**src/rtl/capacitive_touch_drop_detector_core_macros.svh**
```systemverilog
// assertion helpers shared by the touch detector rtl
`ifndef CAPACITIVE_TOUCH_DROP_DETECTOR_CORE_MACROS_SVH
`define CAPACITIVE_TOUCH_DROP_DETECTOR_CORE_MACROS_SVH

`ifndef SYNTHESIS
// same-cycle implication, held off while in reset
`define CTDD_ASSERT_IMP(lbl, clk, rstn, ante, cons) \
	lbl: assert property (@(posedge clk) disable iff (!(rstn)) (ante) |-> (cons)) \
		else $error("ctdd assertion failed");
// next-cycle implication, held off while in reset
`define CTDD_ASSERT_NXT(lbl, clk, rstn, ante, cons) \
	lbl: assert property (@(posedge clk) disable iff (!(rstn)) (ante) |=> (cons)) \
		else $error("ctdd assertion failed");
`else
`define CTDD_ASSERT_IMP(lbl, clk, rstn, ante, cons)
`define CTDD_ASSERT_NXT(lbl, clk, rstn, ante, cons)
`endif

`endif

```
**src/rtl/ctdd_pkg.sv**
```systemverilog
package ctdd_pkg;

	// default number of sensed channels
	localparam int CHANNELS_DEFAULT = 3;

	// number of per-channel threshold registers
	localparam int THRESHOLD_REGS = 3;

	// reset values of the configuration registers
	localparam logic [7:0] THRESHOLD_RESET = 8'd20;
	localparam logic [7:0] LOCKOUT_RESET   = 8'd100;

	// operation codes carried in tuser
	localparam logic [1:0] FUNC_CAPTURE = 2'd0;
	localparam logic [1:0] FUNC_TICK    = 2'd1;
	localparam logic [1:0] FUNC_CHECK   = 2'd2;

	// configuration register indexes
	localparam logic [1:0] REG_THRESHOLD_CH0 = 2'd0;
	localparam logic [1:0] REG_THRESHOLD_CH1 = 2'd1;
	localparam logic [1:0] REG_THRESHOLD_CH2 = 2'd2;
	localparam logic [1:0] REG_LOCKOUT       = 2'd3;

	// configuration seen by the detection engine
	typedef struct packed {
		logic [THRESHOLD_REGS-1:0][7:0] threshold;
		logic [7:0]                     lockout;
	} cfg_t;

	// one item as held in the input register
	typedef struct packed {
		logic [1:0] func;
		logic [7:0] oscillator_count;
		logic [1:0] check_channel;
	} op_t;

	// one result as produced by the engine
	typedef struct packed {
		logic       touched;
		logic [1:0] scan_channel;
	} res_t;

endpackage

```
**src/rtl/ctdd_cfg_regs.sv**
```systemverilog
module ctdd_cfg_regs (
	input  logic              clk,
	input  logic              arst_n,
	input  logic              cfg_we,
	input  logic [1:0]        cfg_index,
	input  logic [7:0]        cfg_data,
	output ctdd_pkg::cfg_t    cfg
);

	logic [7:0] thr0_q;
	logic [7:0] thr1_q;
	logic [7:0] thr2_q;
	logic [7:0] lockout_q;

	// register file, write only
	always_ff @(posedge clk or negedge arst_n) begin
		if (!arst_n) begin
			thr0_q    <= ctdd_pkg::THRESHOLD_RESET;
			thr1_q    <= ctdd_pkg::THRESHOLD_RESET;
			thr2_q    <= ctdd_pkg::THRESHOLD_RESET;
			lockout_q <= ctdd_pkg::LOCKOUT_RESET;
		end else if (cfg_we) begin
			case (cfg_index)
				ctdd_pkg::REG_THRESHOLD_CH0: thr0_q    <= cfg_data;
				ctdd_pkg::REG_THRESHOLD_CH1: thr1_q    <= cfg_data;
				ctdd_pkg::REG_THRESHOLD_CH2: thr2_q    <= cfg_data;
				ctdd_pkg::REG_LOCKOUT:       lockout_q <= cfg_data;
				default: ;
			endcase
		end
	end

	assign cfg.threshold = {thr2_q, thr1_q, thr0_q};
	assign cfg.lockout   = lockout_q;

endmodule

```
**src/rtl/ctdd_engine.sv**
```systemverilog
`include "capacitive_touch_drop_detector_core_macros.svh"

module ctdd_engine #(
	parameter int CHANNELS = ctdd_pkg::CHANNELS_DEFAULT
) (
	input  logic              clk,
	input  logic              arst_n,
	input  logic              step,
	input  ctdd_pkg::op_t     op,
	input  ctdd_pkg::cfg_t    cfg,
	output ctdd_pkg::res_t    res
);

	localparam int SPW = (CHANNELS > 1) ? $clog2(CHANNELS) : 1;

	logic [SPW-1:0]      ptr_q;
	logic [SPW-1:0]      ptr_nxt;
	logic [SPW-1:0]      ptr_after;
	logic [SPW+1:0]      scan_ext;
	logic [CHANNELS-1:0] hits;
	logic                is_capture;
	logic                is_tick;
	logic                is_check;

	assign is_capture = (op.func == ctdd_pkg::FUNC_CAPTURE);
	assign is_tick    = (op.func == ctdd_pkg::FUNC_TICK);
	assign is_check   = (op.func == ctdd_pkg::FUNC_CHECK);

	// round-robin scan pointer
	assign ptr_nxt = (ptr_q == SPW'(CHANNELS - 1)) ? '0 : SPW'(ptr_q + 1'b1);

	always_ff @(posedge clk or negedge arst_n) begin
		if (!arst_n) begin
			ptr_q <= '0;
		end else if (step && is_capture) begin
			ptr_q <= ptr_nxt;
		end
	end

	// per-channel counts, lockout timer and drop compare
	for (genvar i = 0; i < CHANNELS; i++) begin : g_ch
		logic [7:0] cur_q;
		logic [7:0] prev_q;
		logic [7:0] lock_q;
		logic [7:0] thr;
		logic       sel_scan;
		logic       sel_chk;
		logic       drop;

		if (i < ctdd_pkg::THRESHOLD_REGS) begin : g_thr_reg
			assign thr = cfg.threshold[i];
		end else begin : g_thr_def
			assign thr = ctdd_pkg::THRESHOLD_RESET;
		end

		assign sel_scan = (ptr_q == SPW'(i));
		assign sel_chk  = ({30'd0, op.check_channel} == 32'(i));
		// drop exceeds threshold, compared without wrap
		assign drop     = ({1'b0, prev_q} > ({1'b0, cur_q} + {1'b0, thr}));
		assign hits[i]  = is_check && sel_chk && drop && (lock_q == 8'd0);

		always_ff @(posedge clk or negedge arst_n) begin
			if (!arst_n) begin
				cur_q  <= '0;
				prev_q <= '0;
				lock_q <= '0;
			end else if (step) begin
				if (is_capture && sel_scan) begin
					prev_q <= cur_q;
					cur_q  <= op.oscillator_count;
				end
				if (hits[i]) begin
					lock_q <= cfg.lockout;
				end else if (is_tick && (lock_q != 8'd0)) begin
					lock_q <= lock_q - 8'd1;
				end
			end
		end
	end

	// result of this item
	assign ptr_after        = is_capture ? ptr_nxt : ptr_q;
	assign scan_ext         = {2'b00, ptr_after};
	assign res.touched      = |hits;
	assign res.scan_channel = scan_ext[1:0];

	`CTDD_ASSERT_IMP(a_ptr_range, clk, arst_n, 1'b1, ({{(32-SPW){1'b0}}, ptr_q} < 32'(CHANNELS)))
	`CTDD_ASSERT_IMP(a_one_hit, clk, arst_n, 1'b1, $onehot0(hits))
	`CTDD_ASSERT_NXT(a_ptr_hold, clk, arst_n, (!step || !is_capture), $stable(ptr_q))

endmodule

```
**src/rtl/capacitive_touch_drop_detector_core.sv**
```systemverilog
// Capacitive touch detector for CHANNELS sensed channels. Each input item carries an
// operation in s_tuser: capture stores the oscillator count for the channel being
// scanned and moves the scan round-robin, tick counts every running lockout timer down
// by one, and check reports a new touch on the channel asked for when its count has
// fallen by more than its threshold and its lockout has run out; a touch restarts that
// lockout. Every item gives exactly one result with the touch flag and the channel to
// scan next. One item is taken every clock cycle while s_tready is high; it passes
// the input register, then state update and result register. Not enforced: the user
// must write configuration via cfg_we/cfg_index/cfg_data while no item is in flight.
`include "capacitive_touch_drop_detector_core_macros.svh"

module capacitive_touch_drop_detector_core #(
	parameter int CHANNELS = ctdd_pkg::CHANNELS_DEFAULT
) (
	input  logic        clk,
	input  logic        arst_n,
	// configuration write port
	input  logic        cfg_we,
	input  logic [1:0]  cfg_index,
	input  logic [7:0]  cfg_data,
	// item input
	input  logic        s_tvalid,
	output logic        s_tready,
	input  logic [15:0] s_tdata,   // oscillator_count[7:0], check_channel[9:8], zero fill
	input  logic [1:0]  s_tuser,   // func[1:0]
	// result output
	output logic        m_tvalid,
	input  logic        m_tready,
	output logic [7:0]  m_tdata    // touched[0], scan_channel[2:1], zero fill
);

	ctdd_pkg::cfg_t cfg;
	ctdd_pkg::op_t  op_s1;
	ctdd_pkg::res_t res;
	ctdd_pkg::res_t res_s2;
	logic           valid_s1;
	logic           valid_s2;
	logic           s2_ready;
	logic           step;

	// stage handshake
	assign s2_ready = !valid_s2 || m_tready;
	assign s_tready = !valid_s1 || s2_ready;
	assign step     = valid_s1 && s2_ready;

	ctdd_cfg_regs u_cfg (
		.clk       (clk),
		.arst_n    (arst_n),
		.cfg_we    (cfg_we),
		.cfg_index (cfg_index),
		.cfg_data  (cfg_data),
		.cfg       (cfg)
	);

	// input register
	always_ff @(posedge clk or negedge arst_n) begin
		if (!arst_n) begin
			valid_s1 <= 1'b0;
		end else if (s_tready) begin
			valid_s1 <= s_tvalid;
		end
	end

	always_ff @(posedge clk) begin
		if (s_tready && s_tvalid) begin
			op_s1.func             <= s_tuser;
			op_s1.oscillator_count <= s_tdata[7:0];
			op_s1.check_channel    <= s_tdata[9:8];
		end
	end

	ctdd_engine #(
		.CHANNELS (CHANNELS)
	) u_engine (
		.clk    (clk),
		.arst_n (arst_n),
		.step   (step),
		.op     (op_s1),
		.cfg    (cfg),
		.res    (res)
	);

	// result register
	always_ff @(posedge clk or negedge arst_n) begin
		if (!arst_n) begin
			valid_s2 <= 1'b0;
		end else if (s2_ready) begin
			valid_s2 <= valid_s1;
		end
	end

	always_ff @(posedge clk) begin
		if (step) begin
			res_s2 <= res;
		end
	end

	assign m_tvalid = valid_s2;
	assign m_tdata  = {5'd0, res_s2.scan_channel, res_s2.touched};

	`CTDD_ASSERT_IMP(a_stall_full, clk, arst_n, !s_tready, (valid_s1 && valid_s2 && !m_tready))
	`CTDD_ASSERT_NXT(a_s1_held, clk, arst_n, (valid_s1 && !s2_ready), valid_s1)

endmodule

```
**config.mk**
```make
export PLATFORM = sky130hd
export DESIGN_NAME = capacitive_touch_drop_detector_core
export DESIGN_NICKNAME = d
export VERILOG_FILES = /design/src/rtl/ctdd_pkg.sv /design/src/rtl/ctdd_cfg_regs.sv /design/src/rtl/ctdd_engine.sv /design/src/rtl/capacitive_touch_drop_detector_core.sv
export VERILOG_INCLUDE_DIRS = /design/src /design/src/rtl
export SDC_FILE = /design/constraint.sdc
export NUM_CORES = 1
export LEC_CHECK = 0
export ABC_AREA = 0
export ABC_CLOCK_PERIOD_IN_PS = 3600
export CAP_MARGIN = 20
export CORE_AREA = 5 5 131 133
export DETAILED_ROUTE_END_ITERATION = 7
export DIE_AREA = 0 0 136 138
export DONT_BUFFER_PORTS = 1
export SLEW_MARGIN = 20
export SYNTH_ARGS = -nofsm -noshare
export SYNTH_HDL_FRONTEND = slang
export SYNTH_HIERARCHICAL = 1
export SYNTH_SLANG_ARGS = --single-unit
```
**constraint.sdc**
```tcl
create_clock -name clk -period 3.6 [get_ports clk]
set_input_delay 0.54 -clock clk [delete_from_list [all_inputs] [get_ports clk]]
set_output_delay 0.54 -clock clk [all_outputs]
set_load 0.005 [all_outputs]
```
# Yosys cells after proc, flatten, opt, wreduce, memory -nomap -nowiden
# Index checks and enable logic that the tools add are counted.
[totals]
reg_bits = 123
in_bits = 33
output_inout_bits = 10
word_cells = 94
[classes]
add_sub_neg = 7
n_lt_le_gt_ge = 3
eq_ne = 9
n_mux = 8
reduce_logical = 46
[ops]
columns = ["operator", "n"]
rows = [
  ["$mux W8", 6],
  ["$add A8 B8 Y9", 3],
  ["$gt A8 B9 Y1", 3],
  ["$logic_not A8 Y1", 3],
  ["$reduce_bool A8 Y1", 3],
  ["$sub A8 B1 Y8 const B", 3],
  ["$reduce_and A2 Y1", 10],
  ["$logic_and A1 B1 Y1", 18],
  ["$eq A2 B2 Y1 const B", 5],
  ["$eq A2 B1 Y1 const B", 4],
  ["$logic_not A2 Y1", 4],
  ["$reduce_bool A2 Y1", 3],
  ["$mux W2", 2],
  ["$reduce_or A3 Y1", 1],
  ["$add A2 B1 Y2 const B", 1],
  ["$logic_not A1 Y1", 2],
  ["$logic_or A1 B1 Y1", 2],
]

# Longest topological paths before layout
# Gate-level depths: netlist (run 1).
[logic_depth]
word_depth = 6
ltp_mapped = 16
depth_no_buf = 16

# Modules after synthesis
# The synthesis (run 1) kept the hierarchy.
[modules_own_cells]
columns = ["mod", "instances", "cells_each", "area_each_um2", "seq_area_each_um2"]
rows = [
  ["ctdd_engine", 1, 484, 4998.5, 1851.8],
  ["ctdd_cfg_regs", 1, 68, 1223.7, 812.0],
  ["capacitive_touch_drop_detector_core", 1, 29, 595.6, 500.5],
]

# Least setup slack after synthesis (run 1)
# Ideal clock, no wire load.
[synth_timing]
path_kind = "register to register"
start = "register u_cfg.thr1_q[1]"
end = "register u_engine.g_ch[1].lock_q[4]"
setup_ps = 123
arrival_time_ps = 3235
required_ps = 3477
slack_ps = 243
stages_incl_launch_ff = 15
path_buffers = 1
period_less_slack_ps = 3357
path_cell_list = "dfrtp_1 ha_1 a21o_1 a21oi_1 o21ai_0 o41ai_1 xor2_1 ha_1 nor2_1 a2111oi_0 nand4_1 nor4_1 buf_2 nand2_1 o221a_2"
[synth_between]
elab_chain_len = 6
elab_cells_between_ends = 7
classes_between = "add/sub (1); order compare (1); mux (1); reduce/logical (4)"
[synth_lines]
columns = ["element", "line_no", "rtl"]
rows = [
  ["from (decl)", "ctdd_cfg_regs.sv:11", "logic [7:0] thr1_q;"],
  ["from (signal assigned)", "ctdd_cfg_regs.sv:19", "thr1_q <= ctdd_pkg::THRESHOLD_RESET;"],
  ["from (signal assigned)", "ctdd_cfg_regs.sv:25", "ctdd_pkg::REG_THRESHOLD_CH1: thr1_q <= cfg_data;"],
  ["$add A8 B8 Y9 *", "ctdd_engine.sv:59", "assign drop = ({1'b0, prev_q} > ({1'b0, cur_q} + {1'b0, thr}));"],
  ["$gt A8 B9 Y1 *", "ctdd_engine.sv:59", ""],
  ["$logic_and A1 B1 Y1 * (2 in a row)", "ctdd_engine.sv:60", "assign hits[i] = is_check && sel_chk && drop && (lock_q == 8'd0);"],
  ["$reduce_bool A2 Y1 (no line)", "-", ""],
  ["$reduce_and A2 Y1 (no line)", "-", ""],
  ["to (signal assigned)", "ctdd_engine.sv:73", "lock_q <= cfg.lockout;"],
  ["to (signal assigned)", "ctdd_engine.sv:75", "lock_q <= lock_q - 8'd1;"],
  ["to (decl)", "ctdd_engine.sv:44", "logic [7:0] lock_q;"],
]
# Mark *: on every way between the ends. The rest lies on a longest branch, timed or not.
# A chain may end at the register's enable or synchronous reset.

==> out/summary.txt, run 1 <==
Synthesized instance count -> 581
Final worst slack -> 0.0704 ns
# rows -> 46
Number of synthesized flops with an enable pin -> 15
Die width -> 136 microns
Die area -> 0.0188 sq mm
Pre-CTS setup slack -> -0.0795 ns
Initial antenna violation count -> 0
CTS sink cnt -> 123
Synth Flop Type -> dfrtp_1
Tot Pwr -> 6.82 mW
Worst Path Required -> 3.75 ns
Max-cap check violation count -> 0
I/O pin count -> 43
WS Path Type -> reg2reg
Commonest non-fill, non-tap cell in the layout -> dfrtp_1
Synth top area cells -> dfrtp_1 36%, mux2_2 13%, ha_1 9.4%
Yosys reg bits -> 123
Synth top area share -> 0.363
CP startpoint kind -> register
Fin. max-slew vios -> 0
CTS tree -> yes
Syn Std Cell Area -> 0.00682 sq mm
Finished Cell Area -> 0.00805 sq mm
Most frequent cells in the layout -> 99 x dfrtp_1, 78 x mux2_2, 46 x ha_1
Fmax -> 283 MHz
Worst-path fanout max -> 8
Seq/Total Area, Yosys -> 0.464
Number of distinct library cells after synthesis -> 78
Max-slew headroom -> 0.423
Die H -> 138 microns
# fillers -> 1,329
N_diodes -> 0
Hpwl dp -> 10,800 microns
Final #Nets -> 702
Final hold slack -> 0.0702 ns
Setup-failing EPs final -> 0
Root Buffer -> clkbuf_16
Initial Util -> 0.434
Final ANT Viol Nets -> 0
Reg2Reg Depth -> 15
Max VDD drop -> 0.419 mV
Total congestion overflow -> 0
Synth async-reset ratio -> 0.878
Share of layout cells above drive strength 1 -> 0.333
Fin crit share -> 0.980
Total CTS buffers -> 17
DR pass1 iterations -> 4
Via count -> 4,624
HP Class -> in2async
Setup crit end kind -> register
H-tree depth -> 4
PortBufs -> 0
First-pass GRT wire length -> 24,900 microns
Vias/cell -> 5.48
Least-Margin Pin Slew -> 0.863 ns
Critical Path AT -> 3.68 ns
Pin count of the biggest net entering global routing -> 109
CTS max path bufs -> 2
Max Clock Skew -> 0.00914 ns
Avg WL per Cell -> 18.0 microns
Residual DRC -> 0
Core footprint -> 0.0157 sq mm
Outcome -> complete, no violations
Syn_area_per_cell -> 11.7 sq um
Final Hold Fails -> 0
DR iter-0 viols -> 254
Fin crit period -> 3.53 ns
Clock Latency Late Sink -> 0.42 ns
Clock-pin slew on the worst setup and hold paths -> 0.06 ns
Placer Congestion -> 0.903
DRT Wirelength -> 15,200 microns
Vias in the first global route -> 4,804
Power per cell area -> 847 mW/mm^2
Dpl cell area -> 0.00712 sq mm
Ys Warns -> 6
Unrepaired setup endpoints after global routing -> yes
All-Layer GR Usage -> 0.169
Area added between synthesis and finish -> 18.0%
Cell taking the most area after synthesis -> dfrtp_1
Pleak -> 3.57 nW
## critical path, cell delays in order, from the launching register on
cell	delay, ns
dfrtp_1	0.36
ha_2	0.20
inv_2	0.04
fa_2	0.41
nor2b_2	0.18
o31ai_2	0.10
nand2b_1	0.09
a21oi_2	0.06
xor2_1	0.16
ha_1	0.32
a211oi_2	0.25
o211ai_1	0.13
a31oi_1	0.23
nor4_2	0.09
buf_4	0.17
or3_2	0.47
## synth_stat cells, types with 4 or more instances
library cell / instances
dfrtp_1: 99
mux2_2: 78
ha_1: 51
nand2_1: 32
inv_1: 31
o21ai_0: 25
nor2_1: 24
a21oi_1: 19
edfxtp_1: 15
nor3_1: 14
xor2_1: 13
nand3_1: 12
dfstp_2: 9
nand2b_1: 9
o21a_1: 9
nor2b_1: 7
buf_4: 6
clkbuf_1: 6
nand4_1: 6
nor4_1: 5
or3_1: 5
a211oi_1: 4
a211oi_2: 4
a21o_1: 4
a22o_1: 4
and3_1: 4
o21ai_1: 4
o41ai_1: 4
## logic make-up after synthesis
group / after synthesis / synth area share
AOI/OAI and AO/OA: 111 / 0.117
xor gates and xnor gates: 15 / 0.0193
adders and majority gates: 54 / 0.102
buffers and inverters: 47 / 0.0321
DFF: 123 / 0.464
muxes: 79 / 0.130
other: 1 / 0.000550
and+or+nand+nor: 151 / 0.134
## report_power, final
group	internal, mW	switching [mW]
registers	1.83	0.350
logic	1.42	1.36
clock network	1.23	0.629
total	4.48	2.34
## through the flow
stage	utilization	std cells	setup TNS, ns
4_1_cts	0.499	836	0
2_1_floorplan	-	585	0
3_3_place_gp	0.453	801	-0.0268
6_report	0.512	844	0
3_5_place_dp	0.453	801	-0.200
5_1_grt	0.512	844	-0.182
## flip-flops by register name, indices dropped and copies added, names as in the netlist, 2 cells and up
register,cells
u_engine/g_ch.cur_q,24
u_engine/g_ch.lock_q,24
u_engine/g_ch.prev_q,24
op_s1,12
u_cfg/lockout_q,8
u_cfg/thr0_q,8
u_cfg/thr1_q,8
u_cfg/thr2_q,8
m_tdata,3
u_engine/ptr_q,2
## path summary, 6_finish.rpt
path                                            start                    endpoint  slack [ns]
max                                   u_cfg/thr1_q[0]                  m_tdata[0]        0.07
min                                            arst_n          u_cfg/lockout_q[3]        0.07
max reg2reg                           u_cfg/thr1_q[0]                  m_tdata[0]        0.07
min reg2reg                u_engine/g_ch[2].prev_q[1]  u_engine/g_ch[2].prev_q[1]        0.49
max in group asynchronous                      arst_n             u_cfg/thr0_q[4]        3.11
min in group clk                           s_tdata[2]                    op_s1[4]        0.21
## per-layer routing
layer	vias up	global-route usage	share of wire
met5	-	0	0
li1	2213	-	-
met4	0	0.0594	0.023
met1	2319	0.213	0.44
met3	26	0.0432	0.031
met2	66	0.280	0.51
## timing repair
item	CTS	global route
endpoints found under the setup margin	9	21
hold buffers	1	0
pin swaps	2	23
endpoints found under the hold margin	108	0
resized for setup	3	34
setup buffers	2	9
## area by class of cell
cell class | count | area [sq um] | area share
clock buffers | 17 | 425 | 0.0529
multi-input cells | 415 | 3610 | 0.449
clock inverters | 15 | 224 | 0.0278
flip-flops and latches | 123 | 3160 | 0.393
well taps | 216 | 270 | 0.0336
inverters | 31 | 116 | 0.0145
repair buffers | 27 | 235 | 0.0292
(Power assumes the default switching activity.)
==> run 2, diff against run 1 <==
--- a/config.mk
+++ b/config.mk
@@ -13,6 +13,7 @@
 export DETAILED_ROUTE_END_ITERATION = 7
 export DIE_AREA = 0 0 136 138
 export DONT_BUFFER_PORTS = 1
+export SETUP_SLACK_MARGIN = 0.1
 export SLEW_MARGIN = 20
 export SYNTH_ARGS = -nofsm -noshare
 export SYNTH_HDL_FRONTEND = slang
==> run 2 against run 1 <==
Maximum frequency grew 3.2%. Sequential cell count unchanged. Highest routed layer unchanged. Register-to-register slack improved by 0.11 ns. Count of clock-buffer cells in the layout did not move. Wire length is 2.4% higher. Combinational power rose by 5%. Cell area up 2.1%. Total power is 2.3% higher. Clock power barely moved. Clock skew decreased by 0.0012 ns. Setup slack improved by 0.11 ns.
==> out/summary.txt, run 2 (same netlist as run 1, synthesis figures left out) <==
Fmax -> 292 MHz (+3.2%)
Most frequent cells in the layout -> 99 x dfrtp_1, 78 x mux2_2, 43 x ha_1
Avg WL per Cell -> 18.3 microns (+1.7%)
CP startpoint kind -> register
N_diodes -> 0 (unchanged)
Fin. max-slew vios -> 0 (unchanged)
Via count -> 4,669 (+0.97%)
Pleak -> 3.63 nW (+1.5%)
I/O pin count -> 43 (unchanged)
DR iter-0 viols -> 237 (-6.7%)
Dpl cell area -> 0.00712 sq mm (unchanged)
Share of layout cells above drive strength 1 -> 0.361 (+0.0284)
CTS sink cnt -> 123 (unchanged)
PortBufs -> 0 (unchanged)
CTS max path bufs -> 2 (unchanged)
Final #Nets -> 708 (+0.85%)
DR pass1 iterations -> 4 (unchanged)
Setup crit end kind -> register
CP max stage cell -> dfstp_2
CTS tree -> yes
Worst-path fanout max -> 3 (-5)
Least-Margin Pin Slew -> 0.855 ns (-0.00781 ns)
Tot Pwr -> 6.97 mW (+2.3%)
Final worst slack -> 0.179 ns (+0.108 ns)
Commonest non-fill, non-tap cell in the layout -> dfrtp_1
Buffers & Inverters on Critical Path -> 1 (-1)
Initial antenna violation count -> 0 (unchanged)
Max-slew headroom -> 0.428 (+0.00522)
Setup TNS -> 0 ns (unchanged)
Vias in the first global route -> 4,809 (+0.10%)
HP Class -> in2async
Pin count of the biggest net entering global routing -> 109 (unchanged)
Total congestion overflow -> 0 (unchanged)
Area added between synthesis and finish -> 20.5%
Max-cap check violation count -> 0 (unchanged)
Outcome -> complete, no violations
Critical path's top delay family -> simple AND/OR/NAND/NOR gates
Initial Util -> 0.434 (unchanged)
Critical Path AT -> 3.59 ns (-0.09 ns)
Finished Cell Area -> 0.00822 sq mm (+2.1%)
Unrepaired setup endpoints after global routing -> yes
Max Clock Skew -> 0.00799 ns (-0.00115 ns)
Final ANT Viol Nets -> 0 (unchanged)
Clock Latency Late Sink -> 0.42 ns (about the same)
Total CTS buffers -> 17 (unchanged)
Vias/cell -> 5.49 (+0.26%)
All-Layer GR Usage -> 0.169 (+0.000304)
Max VDD drop -> 0.422 mV (+0.78%)
Fin cells -> 850 (+0.71%)
# fillers -> 1,313 (-1.2%)
Die area -> 0.0188 sq mm (unchanged)
DRT Wirelength -> 15,500 microns (+2.4%)
Final Hold Fails -> 0 (unchanged)
Fin crit period -> 3.42 ns (-0.108 ns)
Placed cells -> 801 (unchanged)
# rows -> 46 (unchanged)
Final hold slack -> 0.0790 ns (+0.00888 ns)
Core footprint -> 0.0157 sq mm (unchanged)
Setup-failing EPs final -> 0 (unchanged)
Clock-pin slew on the worst setup and hold paths -> 0.06 ns (about the same)
Power per cell area -> 849 mW/mm^2 (+0.15%)
Die width -> 136 microns (unchanged)
Die H -> 138 microns (unchanged)
Residual DRC -> 0 (unchanged)
Fin crit share -> 0.950 (-0.0301)
Pre-CTS setup slack -> -0.0795 ns (unchanged)
Fin util -> 0.523 (+0.0110)
Worst Path Required -> 3.76 ns (about the same)
Crit path largest cell delay -> 0.55 ns (+0.08 ns)
Most used cell, CP -> ha_4
First-pass GRT wire length -> 25,000 microns (+0.25%)
H-tree depth -> 4 (unchanged)
Root Buffer -> clkbuf_16
WS Path Type -> reg2reg
Biggest regs -> u_engine/g_ch.cur_q (24), u_engine/g_ch.lock_q (24), u_engine/g_ch.prev_q (24)
CP cell instances -> ha_4 -> nor2b_1 -> o21a_1 -> or3_1 -> nand2_1 -> ha_4 -> and4_1 -> a221o_1 -> a211oi_2 -> nor4_2 -> buf_4 -> or3_4
Placer Congestion -> 0.903 (unchanged)
Hpwl dp -> 10,800 microns (unchanged)
[run 2: cell count changes in the layout (fill, tap and decap cells not counted), sizes merged]
cell	previous run	this run
buf	27	32
clkbuf	17	18
[run 2: per-layer routing]
layer,global-route usage,share of wire,vias up
li1,-,-,2225
met1,0.213,0.43,2343
met2,0.281,0.51,75
met3,0.0432,0.033,26
met4,0.0594,0.026,0
met5,0,0,-
[run 2: layout make-up]
| class | count | area [sq um] | area share |
|---|---|---|---|
| multi-input combinational | 415 | 3710 | 0.451 |
| sequential | 123 | 3160 | 0.385 |
| clock buffer | 17 | 425 | 0.0518 |
| timing repair buffer | 33 | 309 | 0.0376 |
| tap | 216 | 270 | 0.0329 |
| clock inverter | 15 | 224 | 0.0273 |
| inverter | 31 | 116 | 0.0142 |
[run 2: final timing paths]
path | start | end | slack [ns] | cells after the start
setup reg to reg | u_cfg/thr2_q[2] | m_tdata[0] | 0.18 | 12
min in group clk | s_tdata[2] | op_s1[4] | 0.21 | 0
max in group asynchronous | arst_n | u_cfg/thr0_q[4] | 3.12 | 1
hold reg to reg | u_engine/g_ch[0].prev_q[1] | u_engine/g_ch[0].prev_q[1] | 0.50 | 2
setup / recovery | u_cfg/thr2_q[2] | m_tdata[0] | 0.18 | 12
hold / removal | arst_n | u_cfg/lockout_q[3] | 0.08 | 1
[run 2: report_power, final]
| part | leakage, nW | switching [mW] | internal, mW |
|---|---|---|---|
| Sequential | 1.48 | 0.356 | 1.83 |
| Combinational | 1.85 | 1.41 | 1.51 |
| Clock | 0.303 | 0.633 | 1.23 |
[run 2: timing repair]
item	in CTS	in global routing
setup endpoints to repair	16	24
buffers inserted	3	12
gates resized for setup	7	54
cloned	0	1
hold buffers	1	0
hold endpoints to repair	108	0
pin swaps	3	39
==> run 3, diff against run 2 <==
--- a/config.mk
+++ b/config.mk
@@ -9,10 +9,14 @@
 export ABC_AREA = 0
 export ABC_CLOCK_PERIOD_IN_PS = 3600
 export CAP_MARGIN = 20
+export CELL_PAD_IN_SITES_DETAIL_PLACEMENT = 1
+export CELL_PAD_IN_SITES_GLOBAL_PLACEMENT = 1
 export CORE_AREA = 5 5 131 133
 export DETAILED_ROUTE_END_ITERATION = 7
 export DIE_AREA = 0 0 136 138
 export DONT_BUFFER_PORTS = 1
+export MAX_ROUTING_LAYER = met4
+export PLACE_DENSITY_LB_ADDON = 0.1
 export SETUP_SLACK_MARGIN = 0.1
 export SLEW_MARGIN = 20
 export SYNTH_ARGS = -nofsm -noshare
==> run 3 against run 2 <==
Largest cell class unchanged. Sequential power hardly changed. Final cell count is 0.35% higher. Non-clock buffer count is 2 higher. Clock skew is 0.00089 ns higher. Cell area is 0.55% lower. Count of clock-buffer cells in the layout is 4 higher. Clock power is 10% lower. Setup slack worse by 0.15 ns. Register-to-register slack worse by 0.15 ns. Critical path type unchanged. Sequential share of layout area is 0.21 points higher. Sequential cell count stayed put.
==> out/summary.txt, run 3 (same netlist as run 1, synthesis figures left out) <==
Outcome -> complete, no violations
Total CTS buffers -> 17 (unchanged)
Unrepaired setup endpoints after global routing -> yes
Worst Path Required -> 3.90 ns (+0.14 ns)
Die area -> 0.0188 sq mm (unchanged)
Final Hold Fails -> 0 (unchanged)
Final #Nets -> 710 (+0.28%)
Avg WL per Cell -> 20.3 microns (+11%)
Core footprint -> 0.0157 sq mm (unchanged)
Die width -> 136 microns (unchanged)
Area added between synthesis and finish -> 19.9%
Initial antenna violation count -> 0 (unchanged)
Reg2Reg Depth -> 15 (+3)
DRT Wirelength -> 17,400 microns (+12%)
Clock Latency Late Sink -> 0.41 ns (about the same)
Dpl cell area -> 0.00716 sq mm (+0.58%)
Fin. max-slew vios -> 0 (unchanged)
# rows -> 46 (unchanged)
# fillers -> 1,636 (+25%)
Clock power share -> 0.242 (-0.024)
Vias in the first global route -> 5,086 (+5.8%)
P_int -> 4.42 mW (-3.3%)
Psw -> 2.47 mW (+2.6%)
Final ANT Viol Nets -> 0 (unchanged)
I/O pin count -> 43 (unchanged)
Pre-CTS setup slack -> -0.270 ns (-0.191 ns)
Placer Congestion -> 0.770 (-15%)
CTS max path bufs -> 2 (unchanged)
Comb pwr share -> 0.438 (+0.018)
Fmax -> 280 MHz (-4.2%)
CTS tree -> yes
Vias/cell -> 5.54 (+0.91%)
CP startpoint kind -> register
Total congestion overflow -> 0 (unchanged)
PortBufs -> 0 (unchanged)
CTS sink cnt -> 123 (unchanged)
Residual DRC -> 0 (unchanged)
Pin count of the biggest net entering global routing -> 109 (unchanged)
Power per cell area -> 843 mW/mm^2 (-0.71%)
Worst-path fanout max -> 5 (+2)
Commonest non-fill, non-tap cell in the layout -> dfrtp_1
Fin crit share -> 0.992 (+0.0421)
Least-Margin Pin Slew -> 0.981 ns (+0.126 ns)
Sw frac -> 0.358 (+0.0136)
Fin crit period -> 3.57 ns (+0.151 ns)
Root Buffer -> clkbuf_16
Reg-to-Reg End -> u_engine/g_ch[1].lock_q[6]
Fin util -> 0.520 (-0.00287)
Via count -> 4,728 (+1.3%)
Share of layout cells above drive strength 1 -> 0.351 (-0.0106)
Finished Cell Area -> 0.00817 sq mm (-0.55%)
Die H -> 138 microns (unchanged)
Worst r2r src -> u_cfg/thr1_q[1]
Final worst slack -> 0.0273 ns (-0.151 ns)
All-Layer GR Usage -> 0.192 (+0.0226)
Reg power frac -> 0.320 (+0.006)
Clock-pin slew on the worst setup and hold paths -> 0.06 ns (about the same)
Max-cap check violation count -> 0 (unchanged)
Setup-failing EPs final -> 0 (unchanged)
Worst reg-to-reg setup slack -> 0.03 ns (-0.15 ns)
Max-slew headroom -> 0.343 (-0.0858)
HP Class -> in2async
First-pass GRT wire length -> 27,000 microns (+8.3%)
Initial Util -> 0.434 (unchanged)
Pleak -> 3.62 nW (-0.15%)
Max VDD drop -> 0.476 mV (+13%)
WS Path Type -> reg2reg
Final hold slack -> 0.0144 ns (-0.0647 ns)
Most frequent cells in the layout -> 99 x dfrtp_1, 78 x mux2_2, 44 x ha_1
DR iter-0 viols -> 191 (-19%)
H-tree depth -> 4 (unchanged)
Hpwl dp -> 12,200 microns (+13%)
Setup crit end kind -> register
Critical Path AT -> 3.87 ns (+0.28 ns)
Biggest regs -> u_engine/g_ch.cur_q (24), u_engine/g_ch.lock_q (24), u_engine/g_ch.prev_q (24)
Max Clock Skew -> 0.00888 ns (+0.000890 ns)
DR pass1 iterations -> 4 (unchanged)
## run 3: routing by layer
layer | up-vias | share of wire | track usage
li1 | 2225 | - | -
met1 | 2412 | 0.45 | 0.235
met2 | 63 | 0.51 | 0.315
met3 | 28 | 0.021 | 0.0388
met4 | 0 | 0.018 | 0.0653
met5 | - | 0 | -
## run 3: worst max-delay path by stage
stage,startpoint,end,slack [ns],cells after the start
4_1_cts,u_cfg/thr2_q[0],m_tdata[0],0.001,13
3_5_place_dp,u_cfg/thr1_q[1],m_tdata[0],-0.27,13
5_1_grt,u_cfg/thr1_q[1],u_engine/g_ch[1].lock_q[4],-0.16,15
3_3_place_gp,u_cfg/thr1_q[0],m_tdata[0],-0.10,15
6_report,u_cfg/thr1_q[1],u_engine/g_ch[1].lock_q[6],0.03,15
2_1_floorplan,u_cfg/thr1_q[1],u_engine/g_ch[1].lock_q[4],0.24,14
## run 3: per-stage QoR
step                      power, mW  instances  TNS, ns
final                          6.89        853        0
after global routing           7.40        852   -0.786
after CTS                      6.64        843        0
after detailed placement       4.75        804    -1.45
after global placement         4.62        804   -0.424
after floorplan                4.00        585        0
## run 3: power by group through the flow
stage / Sequential (mW) / Combinational [mW] / Clock (mW)
global route: 2.26 / 3.37 / 1.77
global placement: 2.19 / 2.44 / 0
detailed placement: 2.21 / 2.54 / 0
floorplan: 2.08 / 1.92 / 0
finish: 2.20 / 3.02 / 1.67
CTS: 2.19 / 2.74 / 1.70
## run 3: repair_timing
item / CTS / global route
endpoints found under the hold margin: 108 / 0
endpoints found under the setup margin: 25 / 22
setup buffers: 6 / 8
pin swaps: 5 / 29
hold buffers: 1 / 0
resized for setup: 15 / 46
gates cloned: 0 / 1
## run 3: cell type report
class / count / area [sq um] / share of cell area
multi-input cells: 415 / 3720 / 0.455
flip-flops and latches: 123 / 3160 / 0.387
clock buffers: 21 / 440 / 0.0539
repair buffers: 35 / 329 / 0.0403
well taps: 216 / 270 / 0.0331
clock inverters: 11 / 128 / 0.0156
inverters: 31 / 116 / 0.0142
diodes: 1 / 2.50 / 0.000306
## run 3: critical path, cell delays in order, from the launching register on
cell       delay [ns]
dfrtp_1          0.39
ha_1             0.30
a21o_1           0.20
a21oi_2          0.19
o21ai_2          0.10
o41ai_2          0.33
xor2_1           0.12
ha_2             0.34
nor2_1           0.05
a2111oi_2        0.23
nand4_1          0.21
nor4_4           0.32
buf_4            0.18
clkbuf_16        0.14
nand2_1          0.10
o221a_4          0.28
